[src/design/bpc_pkg.sv]
// Shared types and constants for the block padding codec.
// Holds scheme and status codes, controller states and the command/status structs.
// No dependencies.
package bpc_pkg;

  localparam int MAX_BLOCK_DEF = 32;  // default window depth in bytes
  localparam int BSIZE_W       = 6;   // block length register width
  localparam int CFG_IDX_W     = 2;

  // register indexes
  localparam logic [CFG_IDX_W-1:0] REG_SCHEME = 2'd0;
  localparam logic [CFG_IDX_W-1:0] REG_MODE   = 2'd1;
  localparam logic [CFG_IDX_W-1:0] REG_BSIZE  = 2'd2;

  localparam logic [BSIZE_W-1:0] BSIZE_RESET = 6'd16;

  typedef enum logic [1:0] {
    SCH_ZERO  = 2'd0,
    SCH_X923  = 2'd1,
    SCH_PKCS7 = 2'd2,
    SCH_ISO   = 2'd3
  } scheme_t;

  typedef enum logic [2:0] {
    ST_OK     = 3'd0,
    ST_ALIGN  = 3'd1,
    ST_PADLEN = 3'd2,
    ST_PADBYT = 3'd3,
    ST_EMPTY  = 3'd4
  } status_t;

  typedef enum logic [4:0] {
    S_IDLE, S_ITEM, S_BYTE, S_POP_WAIT, S_POP, S_PUSH, S_END, S_PAD,
    S_ZWAIT, S_ZCHK, S_LWAIT, S_LCHK, S_CWAIT, S_CCHK, S_RSTART,
    S_RWAIT, S_REL, S_MARK
  } state_t;

  typedef enum logic [1:0] {EM_ITEM, EM_RDATA, EM_PAD, EM_MARK} emit_sel_t;

  typedef enum logic [2:0] {
    IX_HOLD, IX_ZERO, IX_LAST, IX_PADSTART, IX_INC, IX_DEC
  } idx_op_t;

  typedef enum logic {KP_SCAN, KP_LEN} keep_sel_t;

  typedef struct packed {
    logic      latch;      // capture input beat
    logic      step;       // advance block phase, mark data seen
    logic      pop;        // drop oldest held byte
    logic      push;       // append item byte to window
    logic      emit;       // load output register
    emit_sel_t emit_sel;
    logic      emit_last;
    idx_op_t   idx_op;
    logic      keep_load;
    keep_sel_t keep_sel;
    logic      len_load;
    logic      st_load;
    status_t   st_code;
    logic      clear;      // end of message
  } cmd_t;

  typedef struct packed {
    logic    unpad;
    scheme_t scheme;
    logic    item_nob;
    logic    item_eom;
    logic    slot;         // output register free this cycle
    logic    win_full;
    logic    aligned;
    logic    seen;
    logic    fill_zero;
    logic    pad_tail;
    logic    idx_zero;
    logic    rd_zero;
    logic    len_bad;
    logic    len_one;
    logic    byte_bad;
    logic    chk_done;
    logic    rel_last;
    logic    keep_zero;
  } stat_t;

endpackage

[src/design/bpc_ctrl.sv]
// Sequencing state machine for the block padding codec.
// Drives bpc_datapath through cmd_t, reacts to stat_t. Uses bpc_pkg.
module bpc_ctrl (
  input  logic            clk,
  input  logic            rst_n,
  input  logic            in_tvalid,
  output logic            in_tready,
  input  bpc_pkg::stat_t  stat,
  output bpc_pkg::cmd_t   cmd
);
  import bpc_pkg::*;

  state_t state_r, state_nxt;

  always_ff @(posedge clk) begin
    if (!rst_n) begin
      state_r <= S_IDLE;
    end else begin
      state_r <= state_nxt;
    end
  end

  always_comb begin
    cmd       = '0;
    in_tready = 1'b0;
    state_nxt = state_r;
    unique case (state_r)
      S_IDLE: begin
        in_tready = 1'b1;
        if (in_tvalid) begin
          cmd.latch = 1'b1;
          state_nxt = S_ITEM;
        end
      end
      S_ITEM: begin
        if (stat.item_nob) begin
          state_nxt = stat.item_eom ? S_END : S_IDLE;
        end else begin
          cmd.step = 1'b1;
          if (!stat.unpad) begin
            state_nxt = S_BYTE;
          end else if (stat.win_full) begin
            cmd.idx_op = IX_ZERO;
            state_nxt  = S_POP_WAIT;
          end else begin
            state_nxt = S_PUSH;
          end
        end
      end
      S_BYTE: begin
        if (stat.slot) begin
          cmd.emit      = 1'b1;
          cmd.emit_sel  = EM_ITEM;
          cmd.emit_last = stat.item_eom && stat.fill_zero;
          if (!stat.item_eom) begin
            state_nxt = S_IDLE;
          end else if (stat.fill_zero) begin
            cmd.clear = 1'b1;
            state_nxt = S_IDLE;
          end else begin
            cmd.idx_op = IX_ZERO;
            state_nxt  = S_PAD;
          end
        end
      end
      S_POP_WAIT: state_nxt = S_POP;
      S_POP: begin
        if (stat.slot) begin
          cmd.emit     = 1'b1;
          cmd.emit_sel = EM_RDATA;
          cmd.pop      = 1'b1;
          state_nxt    = S_PUSH;
        end
      end
      S_PUSH: begin
        cmd.push  = 1'b1;
        state_nxt = stat.item_eom ? S_END : S_IDLE;
      end
      S_END: begin
        cmd.st_load = 1'b1;
        cmd.st_code = ST_OK;
        if (!stat.unpad) begin
          if (stat.fill_zero) begin
            state_nxt = S_MARK;
          end else begin
            cmd.idx_op = IX_ZERO;
            state_nxt  = S_PAD;
          end
        end else if (!stat.seen) begin
          cmd.st_code = ST_EMPTY;
          state_nxt   = S_MARK;
        end else if (!stat.aligned) begin
          cmd.st_code = ST_ALIGN;
          state_nxt   = S_MARK;
        end else begin
          cmd.idx_op = IX_LAST;
          state_nxt  = (stat.scheme == SCH_ZERO) ? S_ZWAIT : S_LWAIT;
        end
      end
      S_PAD: begin
        if (stat.slot) begin
          cmd.emit      = 1'b1;
          cmd.emit_sel  = EM_PAD;
          cmd.emit_last = stat.pad_tail;
          cmd.idx_op    = IX_INC;
          if (stat.pad_tail) begin
            cmd.clear = 1'b1;
            state_nxt = S_IDLE;
          end
        end
      end
      S_ZWAIT: state_nxt = S_ZCHK;
      S_ZCHK: begin
        if (stat.rd_zero) begin
          if (stat.idx_zero) begin
            state_nxt = S_MARK;
          end else begin
            cmd.idx_op = IX_DEC;
            state_nxt  = S_ZWAIT;
          end
        end else begin
          cmd.keep_load = 1'b1;
          cmd.keep_sel  = KP_SCAN;
          cmd.idx_op    = IX_ZERO;
          state_nxt     = S_RWAIT;
        end
      end
      S_LWAIT: state_nxt = S_LCHK;
      S_LCHK: begin
        if (stat.len_bad) begin
          cmd.st_load = 1'b1;
          cmd.st_code = ST_PADLEN;
          state_nxt   = S_MARK;
        end else begin
          cmd.keep_load = 1'b1;
          cmd.keep_sel  = KP_LEN;
          cmd.len_load  = 1'b1;
          if (stat.scheme == SCH_ISO || stat.len_one) begin
            state_nxt = S_RSTART;
          end else begin
            cmd.idx_op = IX_PADSTART;
            state_nxt  = S_CWAIT;
          end
        end
      end
      S_CWAIT: state_nxt = S_CCHK;
      S_CCHK: begin
        if (stat.byte_bad) begin
          cmd.st_load = 1'b1;
          cmd.st_code = ST_PADBYT;
          state_nxt   = S_MARK;
        end else if (stat.chk_done) begin
          state_nxt = S_RSTART;
        end else begin
          cmd.idx_op = IX_INC;
          state_nxt  = S_CWAIT;
        end
      end
      S_RSTART: begin
        if (stat.keep_zero) begin
          state_nxt = S_MARK;
        end else begin
          cmd.idx_op = IX_ZERO;
          state_nxt  = S_RWAIT;
        end
      end
      S_RWAIT: state_nxt = S_REL;
      S_REL: begin
        if (stat.slot) begin
          cmd.emit      = 1'b1;
          cmd.emit_sel  = EM_RDATA;
          cmd.emit_last = stat.rel_last;
          if (stat.rel_last) begin
            cmd.clear = 1'b1;
            state_nxt = S_IDLE;
          end else begin
            cmd.idx_op = IX_INC;
            state_nxt  = S_RWAIT;
          end
        end
      end
      S_MARK: begin
        if (stat.slot) begin
          cmd.emit      = 1'b1;
          cmd.emit_sel  = EM_MARK;
          cmd.emit_last = 1'b1;
          cmd.clear     = 1'b1;
          state_nxt     = S_IDLE;
        end
      end
      default: state_nxt = S_IDLE;
    endcase
  end

endmodule

[src/design/bpc_datapath.sv]
// Datapath of the block padding codec: config registers, item latch, circular
// hold window (memory), scan index, pad generation and output register. Uses bpc_pkg.
module bpc_datapath #(
  parameter int MAX_BLOCK = bpc_pkg::MAX_BLOCK_DEF
) (
  input  logic                              clk,
  input  logic                              rst_n,
  input  logic                              cfg_we,
  input  logic [bpc_pkg::CFG_IDX_W-1:0]     cfg_index,
  input  logic [bpc_pkg::BSIZE_W-1:0]       cfg_data,
  input  logic [15:0]                       in_tdata,
  input  logic                              in_tuser,
  input  logic                              in_tlast,
  output logic                              out_tvalid,
  input  logic                              out_tready,
  output logic [7:0]                        out_tdata,
  output logic                              out_tlast,
  output logic [3:0]                        out_tuser,
  input  bpc_pkg::cmd_t                     cmd,
  output bpc_pkg::stat_t                    stat
);
  import bpc_pkg::*;

  localparam int AW = (MAX_BLOCK > 1) ? $clog2(MAX_BLOCK) : 1;
  localparam int CW = $clog2(MAX_BLOCK + 1);
  localparam logic [AW:0]         DEPTH = (AW+1)'(MAX_BLOCK);
  localparam logic [CW-1:0]       MAXV  = CW'(MAX_BLOCK);
  localparam logic [BSIZE_W-1:0]  MAXB  = BSIZE_W'(MAX_BLOCK);

  // config
  scheme_t            scheme_r;
  logic               unpad_r;
  logic [BSIZE_W-1:0] bsize_r;
  logic               cfg_hit;
  logic [CW-1:0]      bs;

  // item latch
  logic [7:0] item_byte_r, item_rnd_r;
  logic       item_nob_r, item_eom_r;

  // message state
  logic [CW-1:0] phase_r, phase_nxt;
  logic [CW-1:0] cnt_r, cnt_nxt;
  logic [AW-1:0] head_r, head_nxt;
  logic          seen_r;
  logic [AW-1:0] idx_r, idx_nxt;
  logic [CW-1:0] keep_r;
  logic [7:0]    len_r;
  status_t       status_r;

  // window memory
  logic [7:0]    mem [MAX_BLOCK];
  logic [7:0]    rdata_r;
  logic [AW-1:0] raddr, waddr;

  // output register
  logic          out_valid_r;
  logic [7:0]    out_byte_r;
  logic          out_has_r, out_last_r;
  status_t       out_st_r;

  logic [CW:0]   ph_inc;
  logic [CW-1:0] fill;
  logic          pad_tail;
  logic [7:0]    pad_val;

  function automatic logic [AW-1:0] wrap_add(input logic [AW-1:0] a, input logic [AW-1:0] b);
    logic [AW:0] s;
    s = {1'b0, a} + {1'b0, b};
    if (s >= DEPTH) s = s - DEPTH;
    return s[AW-1:0];
  endfunction

  assign cfg_hit = cfg_we && (cfg_index == REG_SCHEME || cfg_index == REG_MODE ||
                              cfg_index == REG_BSIZE);

  always_ff @(posedge clk) begin
    if (!rst_n) begin
      scheme_r <= SCH_PKCS7;
      unpad_r  <= 1'b0;
      bsize_r  <= BSIZE_RESET;
    end else if (cfg_we) begin
      unique case (cfg_index)
        REG_SCHEME: scheme_r <= scheme_t'(cfg_data[1:0]);
        REG_MODE:   unpad_r  <= cfg_data[0];
        REG_BSIZE:  bsize_r  <= cfg_data;
        default: ;
      endcase
    end
  end

  // effective block size: 0 acts as 1, clipped to window depth
  always_comb begin
    if (bsize_r == '0) begin
      bs = CW'(1);
    end else if (bsize_r > MAXB) begin
      bs = MAXV;
    end else begin
      bs = bsize_r[CW-1:0];
    end
  end

  always_ff @(posedge clk) begin
    if (cmd.latch) begin
      item_byte_r <= in_tdata[7:0];
      item_rnd_r  <= in_tdata[15:8];
      item_nob_r  <= in_tuser;
      item_eom_r  <= in_tlast;
    end
  end

  assign ph_inc = {1'b0, phase_r} + (CW+1)'(1);
  assign raddr  = wrap_add(head_r, idx_r);
  assign waddr  = wrap_add(head_r, cnt_r[AW-1:0]);

  always_comb begin
    phase_nxt = phase_r;
    cnt_nxt   = cnt_r;
    head_nxt  = head_r;
    if (cfg_hit || cmd.clear) begin
      phase_nxt = '0;
      cnt_nxt   = '0;
      head_nxt  = '0;
    end else begin
      if (cmd.step) phase_nxt = (ph_inc >= {1'b0, bs}) ? '0 : ph_inc[CW-1:0];
      if (cmd.pop) begin
        cnt_nxt  = cnt_r - CW'(1);
        head_nxt = wrap_add(head_r, AW'(1));
      end
      if (cmd.push) cnt_nxt = cnt_r + CW'(1);
    end
  end

  always_ff @(posedge clk) begin
    if (!rst_n) begin
      phase_r <= '0;
      cnt_r   <= '0;
      head_r  <= '0;
      seen_r  <= 1'b0;
    end else begin
      phase_r <= phase_nxt;
      cnt_r   <= cnt_nxt;
      head_r  <= head_nxt;
      if (cfg_hit || cmd.clear) begin
        seen_r <= 1'b0;
      end else if (cmd.step) begin
        seen_r <= 1'b1;
      end
    end
  end

  always_comb begin
    unique case (cmd.idx_op)
      IX_HOLD:     idx_nxt = idx_r;
      IX_ZERO:     idx_nxt = '0;
      IX_LAST:     idx_nxt = AW'(bs - CW'(1));
      IX_PADSTART: idx_nxt = AW'(8'(bs) - rdata_r);
      IX_INC:      idx_nxt = idx_r + AW'(1);
      IX_DEC:      idx_nxt = idx_r - AW'(1);
      default:     idx_nxt = idx_r;
    endcase
  end

  always_ff @(posedge clk) begin
    idx_r <= idx_nxt;
    if (cmd.keep_load) begin
      keep_r <= (cmd.keep_sel == KP_SCAN) ? CW'(idx_r) + CW'(1) : bs - CW'(rdata_r);
    end
    if (cmd.len_load) len_r <= rdata_r;
    if (cmd.st_load) status_r <= cmd.st_code;
  end

  always_ff @(posedge clk) begin
    if (cmd.push) mem[waddr] <= item_byte_r;
    rdata_r <= mem[raddr];
  end

  // pad generation
  assign fill     = bs - phase_r;
  assign pad_tail = (CW'(idx_r) + CW'(1)) == fill;

  always_comb begin
    if (scheme_r == SCH_ZERO) begin
      pad_val = 8'h00;
    end else if (scheme_r == SCH_PKCS7 || pad_tail) begin
      pad_val = 8'(fill);
    end else if (scheme_r == SCH_X923) begin
      pad_val = 8'h00;
    end else begin
      pad_val = item_rnd_r;
    end
  end

  // output register
  always_ff @(posedge clk) begin
    if (!rst_n) begin
      out_valid_r <= 1'b0;
    end else if (cmd.emit) begin
      out_valid_r <= 1'b1;
    end else if (out_tready) begin
      out_valid_r <= 1'b0;
    end
  end

  always_ff @(posedge clk) begin
    if (cmd.emit) begin
      out_last_r <= cmd.emit_last;
      out_has_r  <= 1'b1;
      out_st_r   <= ST_OK;
      case (cmd.emit_sel)
        EM_ITEM:  out_byte_r <= item_byte_r;
        EM_RDATA: out_byte_r <= rdata_r;
        EM_PAD:   out_byte_r <= pad_val;
        default: begin
          out_byte_r <= 8'h00;
          out_has_r  <= 1'b0;
          out_st_r   <= status_r;
        end
      endcase
    end
  end

  assign out_tvalid = out_valid_r;
  assign out_tdata  = out_byte_r;
  assign out_tlast  = out_last_r;
  assign out_tuser  = {out_st_r, out_has_r};

  // status to controller
  always_comb begin
    stat.unpad     = unpad_r;
    stat.scheme    = scheme_r;
    stat.item_nob  = item_nob_r;
    stat.item_eom  = item_eom_r;
    stat.slot      = !out_valid_r || out_tready;
    stat.win_full  = cnt_r == bs;
    stat.aligned   = (phase_r == '0) && (cnt_r == bs);
    stat.seen      = seen_r;
    stat.fill_zero = (scheme_r == SCH_ZERO) && (phase_r == '0);
    stat.pad_tail  = pad_tail;
    stat.idx_zero  = idx_r == '0;
    stat.rd_zero   = rdata_r == 8'h00;
    stat.len_bad   = (rdata_r == 8'h00) || (rdata_r > 8'(bs));
    stat.len_one   = rdata_r == 8'd1;
    stat.byte_bad  = (scheme_r == SCH_X923) ? (rdata_r != 8'h00) : (rdata_r != len_r);
    stat.chk_done  = ((CW+1)'(idx_r) + (CW+1)'(2)) == {1'b0, bs};
    stat.rel_last  = (CW'(idx_r) + CW'(1)) == keep_r;
    stat.keep_zero = keep_r == '0;
  end

endmodule

[src/design/block_padding_codec_unit.sv]
// Top level of the block padding codec (zeros, ANSI X.923, PKCS7, ISO10126).
// Instantiates bpc_ctrl and bpc_datapath; uses bpc_pkg.
//
// Usage
//   in_*  : message beats. tlast ends a message; tuser set means a beat without a
//           byte (ends the message, or is ignored when tlast is low).
//   out_* : result beats. tlast marks the final result; tuser[0] low is a bare end
//           marker; tuser[3:1] carries the unpad status, non-zero only on tlast.
//   cfg_* : register writes (0 scheme, 1 unpad mode, 2 block size), only when idle.
//           A write to a listed register also abandons any message in progress.
// Timing
//   One beat is worked on at a time. Pad mode: a byte beat passes the item and byte
//   states. Unpad mode: a byte goes to the hold window until it is full; after that
//   the oldest byte is first read from memory and released. At message end, padding
//   emits the fill bytes in turn; unpadding scans the final block and releases it
//   through a wait and a release state per byte, for the registered memory read.
// Reset and stall
//   Reset restores PKCS7, pad mode, block size 16 and an empty message; the window
//   memory needs no clearing. A result waits in the output register while the next
//   input beat is taken; the sequencer only stalls when it must emit another beat.
module block_padding_codec_unit #(
  parameter int MAX_BLOCK = bpc_pkg::MAX_BLOCK_DEF
) (
  input  logic                          clk,
  input  logic                          rst_n,
  // config
  input  logic                          cfg_we,
  input  logic [bpc_pkg::CFG_IDX_W-1:0] cfg_index,
  input  logic [bpc_pkg::BSIZE_W-1:0]   cfg_data,
  // input stream
  input  logic                          in_tvalid,
  output logic                          in_tready,
  input  logic [15:0]                   in_tdata,   // [7:0] data_byte, [15:8] random_fill
  input  logic                          in_tlast,   // end_of_message
  input  logic                          in_tuser,   // [0] no_byte
  // result stream
  output logic                          out_tvalid,
  input  logic                          out_tready,
  output logic [7:0]                    out_tdata,  // [7:0] out_byte
  output logic                          out_tlast,  // out_last
  output logic [3:0]                    out_tuser   // [0] has_byte, [3:1] status
);
  import bpc_pkg::*;

  cmd_t  cmd;
  stat_t stat;

  bpc_ctrl u_ctrl (
    .clk       (clk),
    .rst_n     (rst_n),
    .in_tvalid (in_tvalid),
    .in_tready (in_tready),
    .stat      (stat),
    .cmd       (cmd)
  );

  bpc_datapath #(
    .MAX_BLOCK (MAX_BLOCK)
  ) u_dp (
    .clk        (clk),
    .rst_n      (rst_n),
    .cfg_we     (cfg_we),
    .cfg_index  (cfg_index),
    .cfg_data   (cfg_data),
    .in_tdata   (in_tdata),
    .in_tuser   (in_tuser),
    .in_tlast   (in_tlast),
    .out_tvalid (out_tvalid),
    .out_tready (out_tready),
    .out_tdata  (out_tdata),
    .out_tlast  (out_tlast),
    .out_tuser  (out_tuser),
    .cmd        (cmd),
    .stat       (stat)
  );

  // a new result must never overwrite one still waiting
  a_emit_free: assert property (@(posedge clk) disable iff (!rst_n)
    cmd.emit |-> (!out_tvalid || out_tready))
    else $error("result register overwritten");

  // the sequencer is not ready in the cycle after it takes a beat
  a_accept_busy: assert property (@(posedge clk) disable iff (!rst_n)
    (in_tvalid && in_tready) |=> !in_tready)
    else $error("input taken while beat in progress");

  // error status only on a bare final marker
  a_status_mark: assert property (@(posedge clk) disable iff (!rst_n)
    (out_tvalid && (out_tuser[3:1] != ST_OK)) |-> (out_tlast && !out_tuser[0]))
    else $error("status on a data beat");

endmodule

[config.mk]
export PLATFORM = sky130hd
export DESIGN_NAME = block_padding_codec_unit
export DESIGN_NICKNAME = d
export VERILOG_FILES = /design/src/design/bpc_pkg.sv /design/src/design/bpc_ctrl.sv /design/src/design/bpc_datapath.sv /design/src/design/block_padding_codec_unit.sv
export SDC_FILE = /design/constraint.sdc
export NUM_CORES = 1
export LEC_CHECK = 0
export BUFFER_PORTS_ARGS = -buffer_cell sky130_fd_sc_hd__buf_2
export CAP_MARGIN = 20
export CORE_MARGIN = 2
export CORE_UTILIZATION = 40
export DETAILED_ROUTE_END_ITERATION = 8
export MAX_ROUTING_LAYER = met4
export SYNTH_ARGS = -nofsm -noshare
export SYNTH_HDL_FRONTEND = slang
export SYNTH_SLANG_ARGS = --single-unit
[constraint.sdc]
create_clock -name clk -period 5.04 [get_ports clk]
set_input_delay 0.252 -clock clk [delete_from_list [all_inputs] [get_ports clk]]
set_output_delay 0.252 -clock clk [all_outputs]
set_load 0.02 [all_outputs]
# Word-level counts from Yosys, hierarchy flattened
# Memories as Yosys holds them, arrays and structs flattened. A register that Yosys moved wholly into a read port is not among the register bits.
# Cells that the tools add are included.
# op_classes
n_lt_le_gt_ge	6
reduce_logical	31
eq_ne	42
add_sub_neg	17
mux	96
n_bitwise	1
# ops
operator	n
two-way mux 5 bit	20
one-hot mux 5 bit (18 select lines)	1
two-way mux 3 bit	18
two-way mux 6 bit	7
equality test 5 x 4 -> 1 bit (second input constant)	8
one-hot mux 3 bit (9 select lines)	1
two-way mux 1 bit	26
one-hot mux 5 bit (5 select lines)	1
subtractor 5 x 1 -> 5 bit (second input constant)	5
equality test 6 bit	4
two-way mux 8 bit	3
one-hot mux 8 bit (3 select lines)	1
two-way mux 7 bit	3
equality test 5 x 3 -> 1 bit (second input constant)	4
>= comparator 6 bit (second input constant)	3
zero test 6 bit	3
two-way mux 4 bit	4
one-hot mux 3 bit (5 select lines)	1
adder 5 x 1 -> 6 bit (second input constant)	2
adder 5 x 5 -> 6 bit	2
two-way mux 2 bit	6
!= test 2 bit (second input constant)	6
one-hot mux 4 bit (3 select lines)	1
subtractor 6 bit	2
36 further kinds	61
# totals
input_bits	31
reg_bits	86
mem_bits_rw	256
elab_cells	215
memories	1
# mem_list
memory	words	word_bits	rd	rd_clocked_by_memory_dff	wr	line_no	source
u_dp.mem	32	8	1	1	1	bpc_datapath.sv:52	logic [7:0] mem [MAX_BLOCK];

# Longest topological paths before layout
# depth
word_depth	11
depth_mapped	20

# Hierarchy
# From an unflattened synthesis, not the netlist that was laid out.
# hier_totals
hier_cells	1085
hier_area_um2	16350.7
# by_module_without_submodules
mod	n_inst	seq_area_each_um2	cells_each	area_per_inst_um2
bpc_datapath	1	9999.6	939	15416.0
bpc_ctrl	1	100.1	146	934.6

# Least setup slack after synthesis
# Ideal clock, no wire load.
# synth_timing
kind	reg2reg
from	reg u_dp.bsize_r[2]
to	reg u_dp.idx_r[4], data pin
n_path_buf	0
required_ns	4.768
path_slack_ns	1.339
path_stages_with_launch	20
t_arrival_ns	3.430
period_less_slack_ns	3.701
setup_ns	0.272
cell_sequence	dfxtp_1 -> nor4_1 -> o21ai_0 -> inv_1 -> ha_1 -> nand2b_1 -> a21oi_1 -> nor3_1 -> o2111ai_4 -> nor2_4 -> nand2_1 -> ha_1 -> fa_1 -> inv_1 -> a21o_1 -> a21oi_1 -> xnor2_1 -> nand3_1 -> o21ai_0 -> o21bai_1
# synth_via
elab_chain_cells	11
word_cells_on_any_way	27
classes_between	add/sub (2); order compare (2); eq/ne (7); mux (13); reduce/logical (3)
# synth_lines
item	line_no	source
start, declared	bpc_datapath.sv:33	logic [BSIZE_W-1:0] bsize_r;
start signal, assigned	bpc_datapath.sv:86	REG_BSIZE: bsize_r <= cfg_data;
greater-than comparator 6 bit	bpc_datapath.sv:96	end else if (bsize_r > MAXB) begin
two-way mux 6 bit	bpc_datapath.sv:96	
two-way mux 6 bit *	bpc_datapath.sv:94	if (bsize_r == '0) begin
branches (longest 7 deep; another with greater-than comparator 8 x 6 -> 1 bit)	-	
one-hot mux 5 bit (5 select lines) *	bpc_datapath.sv:153	unique case (cmd.idx_op)
net u_dp.idx_nxt[4]	bpc_datapath.sv:46	logic [AW-1:0] idx_r, idx_nxt;
end signal, assigned	bpc_datapath.sv:165	idx_r <= idx_nxt;
end, declared	bpc_datapath.sv:46	
# Mark *: on every way through the listed nets, which the timed path passes.
# A chain may end at the register's enable or synchronous reset.

# Final worst setup path
# Ends and elaborated chain as after synthesis.

==> qor.yml <==
placed_design:
  placed_cells: 1604
  gp_congestion: 0.943
  pre_cts_ws_ps: 950
  dp_hpwl_um: 25300
  io_buffers: 45
  place_area_um2: 17000
finish:
  final_nets: 1232
  area_delta_synth_final_pct: 15.8
  final_area_um2: 18600
  diodes: 0
  instances_no_fill: 1700
  drive_above_1_share: 0.192
synth:
  ys_seq_area_frac: 0.629
  ys_top_cells_by_area: "edfxtp_1 58%, mux4_2 11%, dfxtp_1 5.1%"
  syn_area_um2: 16100
  synth_xor_area_frac: 0.0390
  synth_flop_cell: "edfxtp_1"
  synth.most_common_cell: "edfxtp_1"
  synth_top_area_cell: "edfxtp_1"
  yosysWarnings: 0
  syn_area_per_cell_um2: 15.3
  ys_types: 69
  postSynthCellCount: 1051
  synthAdderAreaFrac: 0.0454
  synthArstFlopShare: 0
  yosys.area_share.simple: 0.0833
  synth_edf_count: 309
  synthMuxAreaShare: 0.128
  synth_top_family_by_area: "multiplexers"
  syn-num-nets: 1136
  synthTopCellsByCount: "309 x edfxtp_1, 86 x nor2_1, 80 x mux4_2"
  synth-seq-cells: 350
  synth-compound-area-share: 0.0576
  synth_top_area_share: 0.578
timing:
  setup_viol: 0
  finalMaxSlewViolations: 0
  min_period_ps: 4140
  clock.fmax_mhz: 241
  fin_setup_tns_ps: 0
  rsz0062_at_grt: "no"
  tightest_slew_ps: 981
  final_hold_viol_count: 0
  relSlewSlack: 0.340
  period_share: 0.822
  fin_ws_ps: 896
  skew_ps: 20.1
drt:
  routedWlPerCell_um: 22.6
  antenna_left: 0
  drtPass1Iterations: 5
  viasPerCell: 5.48
  drt_iter0_drc: 816
  routed_wl_um: 38400
  route.vias.total: 9314
  route.detailed.drc: 0
grt:
  grt_pass1_vias: 9235
  grt_overflow: 0
  antenna_found_initial: 0
  grt_max_degree: 65
  grt_pass1_wl_um: 57600
  grtUsageTotal: 0.193
clock_tree:
  cts_resized: 0
  insertion_delay_ps: 550
  root_buffer: "clkbuf_16"
  cts.htree.levels: 2
  holdBufCountCts: 25
  clock-sinks: 350
  clk_pin_slew_ps: 60
  cts_tree: "done"
  clockBufferDepth: 3
  cts_inserted_buffers: 37
  post_cts_buffers: 0
worst_hold_path:
  hold_class: "input port to register"
setup_path:
  cp-end-kind: "register"
  worstPathRequired_ps: 5330
  crit_start: "u_dp.bsize_r[2]"
  cp_slowest_cell: "nor4_1"
  crit_chain: "nor4_1 -> o21ai_0 -> buf_4 -> inv_1 -> ha_1 -> nand2b_1 -> a21oi_1 -> nor3_1 -> o2111ai_4 -> nor2_4 -> nand2_1 -> ha_1 -> fa_1 -> inv_1 -> a21o_1 -> a21oi_1 -> xnor2_1 -> nand3_1 -> o21ai_0 -> o21bai_1"
  r2r_slack_ps: 900
  r2r_cells: 20
  cp-start-kind: "register"
  r2r-start: "u_dp.bsize_r[2]"
  crit_type: "register to register"
  max_stage_delay_ps: 440
  crit_fanout: 9
  reg2reg_to: "u_dp.idx_r[4]"
  endpoint: "u_dp.idx_r[4]"
  worstPathArrival_ps: 4430
floorplan:
  rows: 73
  dieArea_um2: 41800
  start_util: 0.405
  die-width_um: 204
  ios: 46
  design.core.area_um2: 39600
  die_y_um: 204
run_status:
  status: "completed"
pwr:
  leakagePower_nw: 6.45
  power_density_nw_per_um2: 465
  ir_worst_vdd_mv: 0.332
flow_run:
  maxCapViolCount: 0
-- how the worst min path moves through the flow --
stage / to / depth (start not counted) / start / slack, ps
floorplan: u_dp.item_byte_r[0] / 0 / in_tdata[0] / 350
global placement: u_dp.item_rnd_r[0] / 1 / in_tdata[8] / 430
detailed placement: u_dp.item_byte_r[7] / 1 / in_tdata[7] / 430
CTS: u_dp.bsize_r[0] / 3 / cfg_data[0] / 5
global route: u_dp.bsize_r[0] / 3 / cfg_data[0] / 30
finish: u_dp.bsize_r[0] / 3 / cfg_data[0] / 20
-- metrics by stage --
step           hold slack, ps   util  power (mW)
3_3_place_gp              428  0.428        5.76
6_report                 16.3  0.469        8.64
5_1_grt                  28.1  0.469        9.01
2_1_floorplan             351      -        5.06
3_5_place_dp              430  0.428        5.76
4_1_cts                  4.59  0.467        8.69
-- cell families after synthesis --
group	Yosys count
flip-flops	350
AND/OR/NAND/NOR	269
AO/OA/AOI/OAI	134
multiplexers	105
XOR/XNOR	70
buffers and inverters	69
adder cells (fa/ha/maj)	54
-- cell type report --
class,instances,area [um^2]
flip-flops and latches,350,10100
clock inverters,25,320
fillers,3446,21000
inverters,36,135
clock buffers,42,976
repair buffers,90,692
well taps,525,657
multi-input cells,632,5720
-- layout by cell type, fill, tap and decap left out, types with 5 or more instances in the layout --
cell type      count
nor4_1             9
clkbuf_16         38
ha_1              46
buf_4             14
inv_1             34
nand3_1           18
o21ai_0           31
o22ai_1            6
dlygate4sd3_1     25
a222oi_1           6
nor2_1            86
clkinv_2           8
xor2_1            32
dfxtp_1           41
buf_2             46
and2_1             5
mux2i_1           17
a21oi_1           31
nor3_1            17
and3_1             6
nand2_1           58
bufinv_16          7
xnor2_1           35
nand2b_1          18
mux2_2             8
nand4_1            8
fa_1               6
nor2b_1           19
mux4_2            80
clkinv_1           9
a21o_1            13
edfxtp_1         309
-- report_power, final --
| part | switching [mW] | internal [mW] |
|---|---|---|
| sequential | 0.235 | 3.52 |
| combinational | 1.19 | 0.813 |
| clock | 1.13 | 1.76 |
| total | 2.55 | 6.09 |
-- per-layer routing --
layer	routed length [um]	share of wire	global-route usage	up-vias
met2	18100	0.47	0.290	234
met3	1670	0.043	0.0276	48
li1	-	-	-	4285
met4	782	0.020	0.0600	0
met1	17900	0.47	0.272	4747
met5	0	0	-	-
-- critical path, delay by kind of cell, from the launching register on --
family / cells / cell delay [ps]
and+or+nand+nor: 6 / 1350
AOI/OAI and AO/OA: 7 / 920
adders and majority gates: 3 / 760
DFF: 1 / 370
buffers and inverters: 3 / 340
xor gates and xnor gates: 1 / 130
-- flip-flops by register name, indices dropped and copies added, names as in the netlist, 2 cells and up --
signal	count
u_dp.head_r	5
u_dp.phase_r	6
u_dp.mem	256
u_dp.cnt_r	6
u_dp.out_st_r	3
u_dp.item_byte_r	8
u_dp.status_r	3
u_dp.bsize_r	6
u_dp.idx_r	5
u_dp.out_tdata	8
u_dp.len_r	8
u_dp.scheme_r	2
u_dp.keep_r	6
u_ctrl.state_r	5
u_dp.rdata_r	8
u_dp.item_rnd_r	8
No activity file was read; power rests on OpenSTA's default activity.
